--- src/hdl/ihc_pkg.sv ---
// ----------------------------------------------------------------------------
// IPv4 header checker package
// Shared types, constants and the ones' complement adder used by the
// header checker modules.
// ----------------------------------------------------------------------------
package ihc_pkg;

	// Field widths.
	localparam int WORD_W   = 16;
	localparam int ADDR_W   = 32;
	localparam int IHL_W    = 4;
	localparam int COUNT_W  = 5;
	localparam int VERDICT_W = 3;

	// Protocol constants.
	localparam logic [3:0]        IPV4_VERSION   = 4'd4;
	localparam logic [IHL_W-1:0]  MIN_IHL        = 4'd5;
	localparam logic [ADDR_W-1:0] BROADCAST_ADDR = 32'hffff_ffff;
	localparam logic [WORD_W-1:0] CHECKSUM_GOOD  = 16'hffff;

	// Halfword positions inside the header.
	localparam logic [COUNT_W-1:0] TTL_POS       = 5'd4;
	localparam logic [COUNT_W-1:0] DEST_HIGH_POS = 5'd8;
	localparam logic [COUNT_W-1:0] DEST_LOW_POS  = 5'd9;

	// Verdict codes.
	typedef enum logic [VERDICT_W-1:0] {
		VERDICT_ACCEPT   = 3'd0,
		VERDICT_VERSION  = 3'd1,
		VERDICT_HDRLEN   = 3'd2,
		VERDICT_TTL      = 3'd3,
		VERDICT_DEST     = 3'd4,
		VERDICT_CHECKSUM = 3'd5
	} verdict_t;

	// One input transaction.
	typedef struct packed {
		logic [WORD_W-1:0] header_word;
		logic              start_req;
	} hdr_item_t;

	// One result transaction.
	typedef struct packed {
		verdict_t           verdict;
		logic [IHL_W-1:0]   header_words;
	} hdr_result_t;

	// Ones' complement addition with end-around carry.
	function automatic logic [WORD_W-1:0] ones_add(
		input logic [WORD_W-1:0] a,
		input logic [WORD_W-1:0] b
	);
		logic [WORD_W:0] sum;
		logic [WORD_W:0] folded;
		sum    = {1'b0, a} + {1'b0, b};
		folded = {1'b0, sum[WORD_W-1:0]} + {{WORD_W{1'b0}}, sum[WORD_W]};
		return folded[WORD_W-1:0];
	endfunction

endpackage

--- src/hdl/ihc_in_reg.sv ---
// ----------------------------------------------------------------------------
// IPv4 header checker input register
// Captures one header halfword per cycle while hdr_stall is low and holds it until the checking
// logic consumes it.
// ----------------------------------------------------------------------------
module ihc_in_reg (
	input  logic              clk,
	input  logic              arst_n,
	input  logic              hdr_valid,
	output logic              hdr_stall,
	input  ihc_pkg::hdr_item_t item,
	input  logic              advance,
	output logic              valid_s1,
	output ihc_pkg::hdr_item_t item_s1
);
	import ihc_pkg::*;

	logic load;

	// The register is free when empty or when its content moves on this cycle.
	assign hdr_stall = valid_s1 & ~advance;
	assign load      = hdr_valid & ~hdr_stall;

	// Valid flag.
	always_ff @(posedge clk or negedge arst_n) begin
		if (!arst_n) begin
			valid_s1 <= 1'b0;
		end else if (!valid_s1 || advance) begin
			valid_s1 <= hdr_valid;
		end
	end

	// Payload.
	always_ff @(posedge clk) begin
		if (load) begin
			item_s1 <= item;
		end
	end

endmodule

--- src/hdl/ihc_check.sv ---
// ----------------------------------------------------------------------------
// IPv4 header checker core
// Keeps the running checksum and header state, and decides the verdict for
// each halfword that is consumed.
// ----------------------------------------------------------------------------
module ihc_check (
	input  logic                       clk,
	input  logic                       arst_n,
	input  logic                       advance,
	input  ihc_pkg::hdr_item_t         item_s1,
	input  logic [ihc_pkg::ADDR_W-1:0] local_address_q,
	output logic                       res_fire,
	output ihc_pkg::hdr_result_t       result
);
	import ihc_pkg::*;

	logic [WORD_W-1:0]  running_sum_q, running_sum_d;
	logic [COUNT_W-1:0] halfword_count_q, halfword_count_d;
	logic [IHL_W-1:0]   length_words_q, length_words_d;
	logic               ttl_zero_q, ttl_zero_d;
	logic [WORD_W-1:0]  dest_high_q, dest_high_d;
	logic               dest_mismatch_q, dest_mismatch_d;
	logic               busy_q, busy_d;

	logic [3:0]         version;
	logic [IHL_W-1:0]   ihl;
	logic [WORD_W-1:0]  word;
	logic [WORD_W-1:0]  sum_next;
	logic [ADDR_W-1:0]  dest;
	logic [COUNT_W:0]   count_plus;
	logic [COUNT_W:0]   total_halfwords;
	logic               last;

	assign word            = item_s1.header_word;
	assign version         = word[15:12];
	assign ihl             = word[11:8];
	assign sum_next        = ones_add(running_sum_q, word);
	assign dest            = {dest_high_q, word};
	assign count_plus      = {1'b0, halfword_count_q} + 6'd1;
	assign total_halfwords = {1'b0, length_words_q, 1'b0};
	assign last            = count_plus >= total_halfwords;

	// Next state and result for the halfword in the input register.
	always_comb begin
		running_sum_d    = running_sum_q;
		halfword_count_d = halfword_count_q;
		length_words_d   = length_words_q;
		ttl_zero_d       = ttl_zero_q;
		dest_high_d      = dest_high_q;
		dest_mismatch_d  = dest_mismatch_q;
		busy_d           = busy_q;
		res_fire         = 1'b0;
		result.verdict      = VERDICT_ACCEPT;
		result.header_words = length_words_q;

		if (item_s1.start_req) begin
			// A start always abandons any header in progress.
			busy_d = 1'b0;
			if (version != IPV4_VERSION || ihl < MIN_IHL) begin
				res_fire            = 1'b1;
				result.verdict      = (version != IPV4_VERSION) ? VERDICT_VERSION
				                                                : VERDICT_HDRLEN;
				result.header_words = ihl;
			end else begin
				busy_d           = 1'b1;
				running_sum_d    = word;
				halfword_count_d = 5'd1;
				length_words_d   = ihl;
				ttl_zero_d       = 1'b0;
				dest_high_d      = '0;
				dest_mismatch_d  = 1'b0;
			end
		end else if (busy_q) begin
			running_sum_d = sum_next;

			// Capture the fields that the later checks need.
			if (halfword_count_q == TTL_POS) begin
				ttl_zero_d = (word[15:8] == 8'd0);
			end else if (halfword_count_q == DEST_HIGH_POS) begin
				dest_high_d = word;
			end else if (halfword_count_q == DEST_LOW_POS) begin
				dest_mismatch_d = (dest != local_address_q) && (dest != BROADCAST_ADDR);
			end

			// On the last halfword the checks are applied in priority order.
			if (last) begin
				busy_d   = 1'b0;
				res_fire = 1'b1;
				priority if (ttl_zero_d) begin
					result.verdict = VERDICT_TTL;
				end else if (dest_mismatch_d) begin
					result.verdict = VERDICT_DEST;
				end else if (sum_next != CHECKSUM_GOOD) begin
					result.verdict = VERDICT_CHECKSUM;
				end else begin
					result.verdict = VERDICT_ACCEPT;
				end
			end else begin
				halfword_count_d = count_plus[COUNT_W-1:0];
			end
		end
	end

	// Header state registers.
	always_ff @(posedge clk or negedge arst_n) begin
		if (!arst_n) begin
			running_sum_q    <= '0;
			halfword_count_q <= '0;
			length_words_q   <= '0;
			ttl_zero_q       <= 1'b0;
			dest_high_q      <= '0;
			dest_mismatch_q  <= 1'b0;
			busy_q           <= 1'b0;
		end else if (advance) begin
			running_sum_q    <= running_sum_d;
			halfword_count_q <= halfword_count_d;
			length_words_q   <= length_words_d;
			ttl_zero_q       <= ttl_zero_d;
			dest_high_q      <= dest_high_d;
			dest_mismatch_q  <= dest_mismatch_d;
			busy_q           <= busy_d;
		end
	end

endmodule

--- src/hdl/ihc_out_reg.sv ---
// ----------------------------------------------------------------------------
// IPv4 header checker output register
// Holds one verdict until the receiver takes it.
// ----------------------------------------------------------------------------
module ihc_out_reg (
	input  logic                 clk,
	input  logic                 arst_n,
	input  logic                 load,
	input  ihc_pkg::hdr_result_t result,
	input  logic                 res_stall,
	output logic                 res_valid,
	output logic                 free,
	output ihc_pkg::hdr_result_t result_q
);
	import ihc_pkg::*;

	// The register can take a new verdict when empty or being drained.
	assign free = ~res_valid | ~res_stall;

	// Valid flag.
	always_ff @(posedge clk or negedge arst_n) begin
		if (!arst_n) begin
			res_valid <= 1'b0;
		end else if (free) begin
			res_valid <= load;
		end
	end

	// Payload.
	always_ff @(posedge clk) begin
		if (load) begin
			result_q <= result;
		end
	end

endmodule

--- src/hdl/ipv4_header_checker_unit.sv ---
// ----------------------------------------------------------------------------
// IPv4 header checker
// Checks version, header length, TTL, destination and checksum of IPv4
// headers that arrive as 16-bit halfwords.
// ----------------------------------------------------------------------------
// Usage:
//   Input channel: header_word and start_req with hdr_valid and hdr_stall.
//   A transaction with start_req set begins a new header; halfwords outside
//   a header are dropped. Output channel: verdict and header_words with
//   res_valid and res_stall, at most one transaction per header.
//   The user must write local_address with local_address_we only while the
//   block is idle; the block does not enforce this. Throughput is one
//   halfword per cycle while no verdict waits for the output register. The
//   deciding halfword waits in the input register; its verdict then goes to
//   the output register. A bad version or header length is decided on the
//   first halfword; otherwise the verdict follows halfword 2*IHL-1.
//   When the receiver stalls, the verdict is held in the output register;
//   halfwords that give no verdict still move on, and the input stalls only
//   when a verdict must wait for the output register.
//   Reset clears all header state and the local address to zero; the block
//   then waits for a start.
// ----------------------------------------------------------------------------
module ipv4_header_checker_unit (
	input  logic                       clk,
	input  logic                       arst_n,
	input  logic                       hdr_valid,
	output logic                       hdr_stall,
	input  logic [ihc_pkg::WORD_W-1:0] header_word,
	input  logic                       start_req,
	output logic                       res_valid,
	input  logic                       res_stall,
	output logic [ihc_pkg::VERDICT_W-1:0] verdict,
	output logic [ihc_pkg::IHL_W-1:0]  header_words,
	input  logic                       local_address_we,
	input  logic [ihc_pkg::ADDR_W-1:0] local_address
);
	import ihc_pkg::*;

	hdr_item_t   item;
	hdr_item_t   item_s1;
	hdr_result_t result;
	hdr_result_t result_q;
	logic        valid_s1;
	logic        advance;
	logic        res_fire;
	logic        out_free;
	logic [ADDR_W-1:0] local_address_q;

	// Configuration register.
	always_ff @(posedge clk or negedge arst_n) begin
		if (!arst_n) begin
			local_address_q <= '0;
		end else if (local_address_we) begin
			local_address_q <= local_address;
		end
	end

	assign item.header_word = header_word;
	assign item.start_req   = start_req;

	// A halfword is consumed unless its verdict must wait for the output register.
	assign advance = valid_s1 & (out_free | ~res_fire);

	ihc_in_reg u_in_reg (
		.clk       (clk),
		.arst_n    (arst_n),
		.hdr_valid (hdr_valid),
		.hdr_stall (hdr_stall),
		.item      (item),
		.advance   (advance),
		.valid_s1  (valid_s1),
		.item_s1   (item_s1)
	);

	ihc_check u_check (
		.clk             (clk),
		.arst_n          (arst_n),
		.advance         (advance),
		.item_s1         (item_s1),
		.local_address_q (local_address_q),
		.res_fire        (res_fire),
		.result          (result)
	);

	ihc_out_reg u_out_reg (
		.clk       (clk),
		.arst_n    (arst_n),
		.load      (advance & res_fire),
		.result    (result),
		.res_stall (res_stall),
		.res_valid (res_valid),
		.free      (out_free),
		.result_q  (result_q)
	);

	assign verdict      = result_q.verdict;
	assign header_words = result_q.header_words;

endmodule

--- config.mk ---
export PLATFORM = sky130hd
export DESIGN_NAME = ipv4_header_checker_unit
export DESIGN_NICKNAME = d
export VERILOG_FILES = /design/src/hdl/ihc_pkg.sv /design/src/hdl/ihc_in_reg.sv /design/src/hdl/ihc_check.sv /design/src/hdl/ihc_out_reg.sv /design/src/hdl/ipv4_header_checker_unit.sv
export SDC_FILE = /design/constraint.sdc
export NUM_CORES = 1
export LEC_CHECK = 0
export BUFFER_PORTS_ARGS = -buffer_cell sky130_fd_sc_hd__buf_4
export CAP_MARGIN = 5
export CORE_MARGIN = 5
export CORE_UTILIZATION = 36
export CTS_BUF_LIST = sky130_fd_sc_hd__clkbuf_16
export DETAILED_ROUTE_END_ITERATION = 7
export PLACE_DENSITY = 0.6
export SETUP_SLACK_MARGIN = 0.4
export SYNTH_ARGS = -nofsm -noshare
export SYNTH_HDL_FRONTEND = slang
export SYNTH_HIERARCHICAL = 1
export SYNTH_SLANG_ARGS = --single-unit
--- constraint.sdc ---
create_clock -name clk -period 5.7 [get_ports clk]
set_clock_uncertainty 0.05 [all_clocks]
set_input_delay 0.285 -clock clk [delete_from_list [all_inputs] [get_ports clk]]
set_output_delay 0.285 -clock clk [all_outputs]
set_load 0.02 [all_outputs]
==> results.json <==
{
  "drt_iter0_markers": 317,
  "synth_edf_count": 24,
  "path_class": "flop to flop",
  "synth_flop_cell": "dfrtp_1",
  "num_rows": 47,
  "syn-num-nets": 628,
  "synth.avg_cell_area_um2": 11.2,
  "critical_path.max_stage_delay_ns": 0.47,
  "synth_top_family_by_area": "simple AND/OR/NAND/NOR gates",
  "start_util": 0.369,
  "tightest_slew_ns": 1.03,
  "vias_per_cell": 5.26,
  "routed_wl_um": 14800,
  "vias": 4356,
  "drc_errors": 0,
  "ys_ff_latch": 102,
  "crit_chain": "ha_1, inv_1, fa_1, and2b_1, o21ai_2, a21o_1, a21boi_2, o21ai_0, a21oi_1, o21a_1, or2_2, ha_1, nand3_1, nor3_1, nor3b_2, nand3_1, o32a_2, o211ai_2, and4_4, o31ai_1",
  "fin_nets": 683,
  "first_pass_iters": 4,
  "crit_path_max_fanout": 5,
  "port_buffers": 62,
  "routabilityCongestion": 0.902,
  "ant_nets": 0,
  "instances_no_fill": 828,
  "crit_family": "simple AND/OR/NAND/NOR gates",
  "wire_per_inst_um": 17.9,
  "rsz0062_at_grt": "no",
  "status": "finished clean",
  "synthMuxAreaShare": 0.101,
  "yosys.area_share.simple": 0.151,
  "cts_root_buf": "clkbuf_16",
  "num_io_pins": 63,
  "leakagePower_nw": 3.17,
  "cts_hold_buffers": 0,
  "fmax_ghz": 0.219,
  "ctsResizeCount": 0,
  "grt_overflow": 0,
  "slowest_stage": "edfxtp_1",
  "post_cts_buffers": 0,
  "p_per_area_mw_per_mm2": 412,
  "clk_path_buf_depth": 2,
  "antenna_found_initial": 0,
  "synth.distinct_cells": 81,
  "ys_warn_count": 6,
  "drive_above_1_share": 0.258,
  "antenna_cells": 0,
  "fin_crit_ns": 4.58,
  "numCtsBuffers": 9,
  "die_h_um": 141,
  "core-area_mm2": 0.0167,
  "relSlewSlack": 0.317,
  "clk_pin_slew_worst_paths_ns": 0.07,
  "path_buf_inv": 1,
  "slew_viol_final": 0,
  "grt_pass1_vias": 4409,
  "postPlaceCellArea_mm2": 0.00677,
  "place_inst": 812,
  "setup.worst_path.start_class": "flop",
  "syn2layout_area_growth_pct": 14.4,
  "period_share": 0.803,
  "die_w_um": 141,
  "grt_pass1_wl_um": 24000,
  "htree_levels": 3,
  "fin_setup_tns_ns": 0,
  "required_ns": 5.74,
  "timing.hold.ws_ns": 0.0555,
  "dpl.hpwl_um": 10900,
  "cp_data_arrival_time_ns": 4.62,
  "synthArstFlopShare": 0.765,
  "ys_seq_area_frac": 0.434,
  "r2r.worst_path.cells": 20,
  "ir_drop_uv": 175,
  "grt_start_max_net_pins": 79,
  "postSynthCellCount": 548,
  "die_area_mm2": 0.0198,
  "stdcell_area_mm2": 0.00704,
  "maxCapViolCount": 0,
  "cts_tree": "done",
  "synth_xor_xnor_area_share": 0.0898,
  "setup-violations-final": 0,
  "hold_viol_final": 0,
  "numClockSinks": 102,
  "critPathCaptureType": "flop",
  "track_usage": 0.152,
  "path_depth": 20,
  "hold_class": "input pin to async pin",
  "final_core_util": 0.422,
  "synth_area_mm2": 0.00616,
  "worstSkewPairLatency_ns": 0.35,
  "synth_fa_ha_area_frac": 0.0541,
  "synth_compound_area_frac": 0.132
}
==> final cells by class <==
class,instances,area [µm²]
repair buffers,68,510
fillers,1648,9660
clock buffers,9,225
well taps,220,275
flip-flops and latches,102,2670
clock inverters,7,48.8
inverters,17,63.8
multi-input cells,405,3250
==> state kept, by name, summed over array words and instances (netlist names) <==
| name | count |
|---|---|
| local_address_q | 32 |
| u_check/busy_q | 1 |
| u_check/dest_high_q | 16 |
| u_check/dest_mismatch_q | 1 |
| u_check/halfword_count_q | 5 |
| u_check/length_words_q | 4 |
| u_check/running_sum_q | 16 |
| u_check/ttl_zero_q | 1 |
| u_in_reg/item_s1 | 17 |
| u_in_reg/valid_s1 | 1 |
| u_out_reg/res_valid | 1 |
| u_out_reg/result_q | 7 |
==> through the flow <==
stage | worst slack (ns) | total power, mW
3_5_place_dp | 1.13 | 2.32
4_1_cts | 1.10 | 2.92
5_1_grt | 0.772 | 3.11
6_report | 1.12 | 2.90
3_3_place_gp | 1.24 | 2.30
2_1_floorplan | 1.59 | 2.02
==> layout by cell type, fill, tap and decap left out, drive strengths merged, types with 3 or more instances in the layout <==
cell type and count:
and3 8, xor2 47, o211ai 3, or2 6, clkbuf 9, mux2 37
nor4 15, nand2b 9, xnor2 14, and2b 4, nor3b 3, a21oi 21
nor3 9, a21o 5, buf 68, nor2 19, nor2b 3, dfrtp 78
and2 5, inv 21, edfxtp 24, o21ai 35, nand4 14, nand2 49
o31ai 3, mux2i 9, a21boi 4, ha 25, a22o 18, nand3 11
a221oi 3
==> worst reg2reg max path: stages (launching register included) <==
cell and delay, ns:
edfxtp_1 0.47, ha_1 0.20, inv_1 0.06, fa_1 0.41
and2b_1 0.26, o21ai_2 0.09, a21o_1 0.20, a21boi_2 0.22
o21ai_0 0.10, a21oi_1 0.15, o21a_1 0.12, or2_2 0.10
ha_1 0.17, nand3_1 0.12, nor3_1 0.28, nor3b_2 0.32
nand3_1 0.19, o32a_2 0.43, o211ai_2 0.07, and4_4 0.25
o31ai_1 0.06
==> cells by family (layout without fill, tap and decap cells) <==
family                     after synthesis  in the layout
DFF                                    102            102
xor gates and xnor gates                61             61
adders and majority gates               26             26
buffers and inverters                   41            101
muxes                                   46             46
and+or+nand+nor                        163            163
AOI/OAI and AO/OA                      109            109
==> synth_stat cells (3+ instances only) <==
master	instances	area share
buf_6	3	0.0055
nor2b_1	3	0.0030
xnor2_1	14	0.020
inv_1	17	0.010
clkbuf_1	14	0.0085
edfxtp_1	24	0.12
nor4_1	14	0.014
dfrtp_1	78	0.32
nand4_1	13	0.013
ha_1	25	0.051
mux2_2	7	0.013
a22o_1	18	0.026
nand3_1	9	0.0073
a21o_1	5	0.0061
nand2b_1	7	0.0071
a21oi_1	19	0.015
nand2_1	47	0.029
nor3_1	9	0.0073
and3_1	7	0.0071
xor2_1	46	0.065
buf_12	3	0.0098
o31ai_1	3	0.0037
or2_2	4	0.0041
and2b_2	3	0.0043
mux2i_1	9	0.015
nor2_1	19	0.012
mux2_4	30	0.073
o21ai_0	32	0.026
==> where the power goes <==
group	switching [mW]	internal, mW	total, mW
sequential	0.0911	0.863	0.954
clock	0.285	0.299	0.584
combinational	0.789	0.576	1.36
==> final timing paths <==
kind                                           from                        to  slack (ns)
setup / recovery                u_in_reg/item_s1[1]     u_out_reg/result_q[4]        1.12
hold / removal                               arst_n       local_address_q[22]        0.06
setup reg to reg                u_in_reg/item_s1[1]     u_out_reg/result_q[4]        1.12
hold reg to reg            u_check/running_sum_q[9]  u_check/running_sum_q[9]        0.44
max in group asynchronous                    arst_n  u_check/running_sum_q[9]        4.89
min in group clk                    header_word[14]      u_in_reg/item_s1[15]        0.06
==> metal layers <==
layer,vias to the layer above,wire length (µm),part of all wire,global-route usage
li1,2098,-,-,-
met1,2158,6810,0.46,0.208
met2,85,7080,0.48,0.246
met3,15,681,0.046,0.0312
met4,0,235,0.016,0.0413
met5,-,0,0,0
Power figures use the tool's default switching activity.
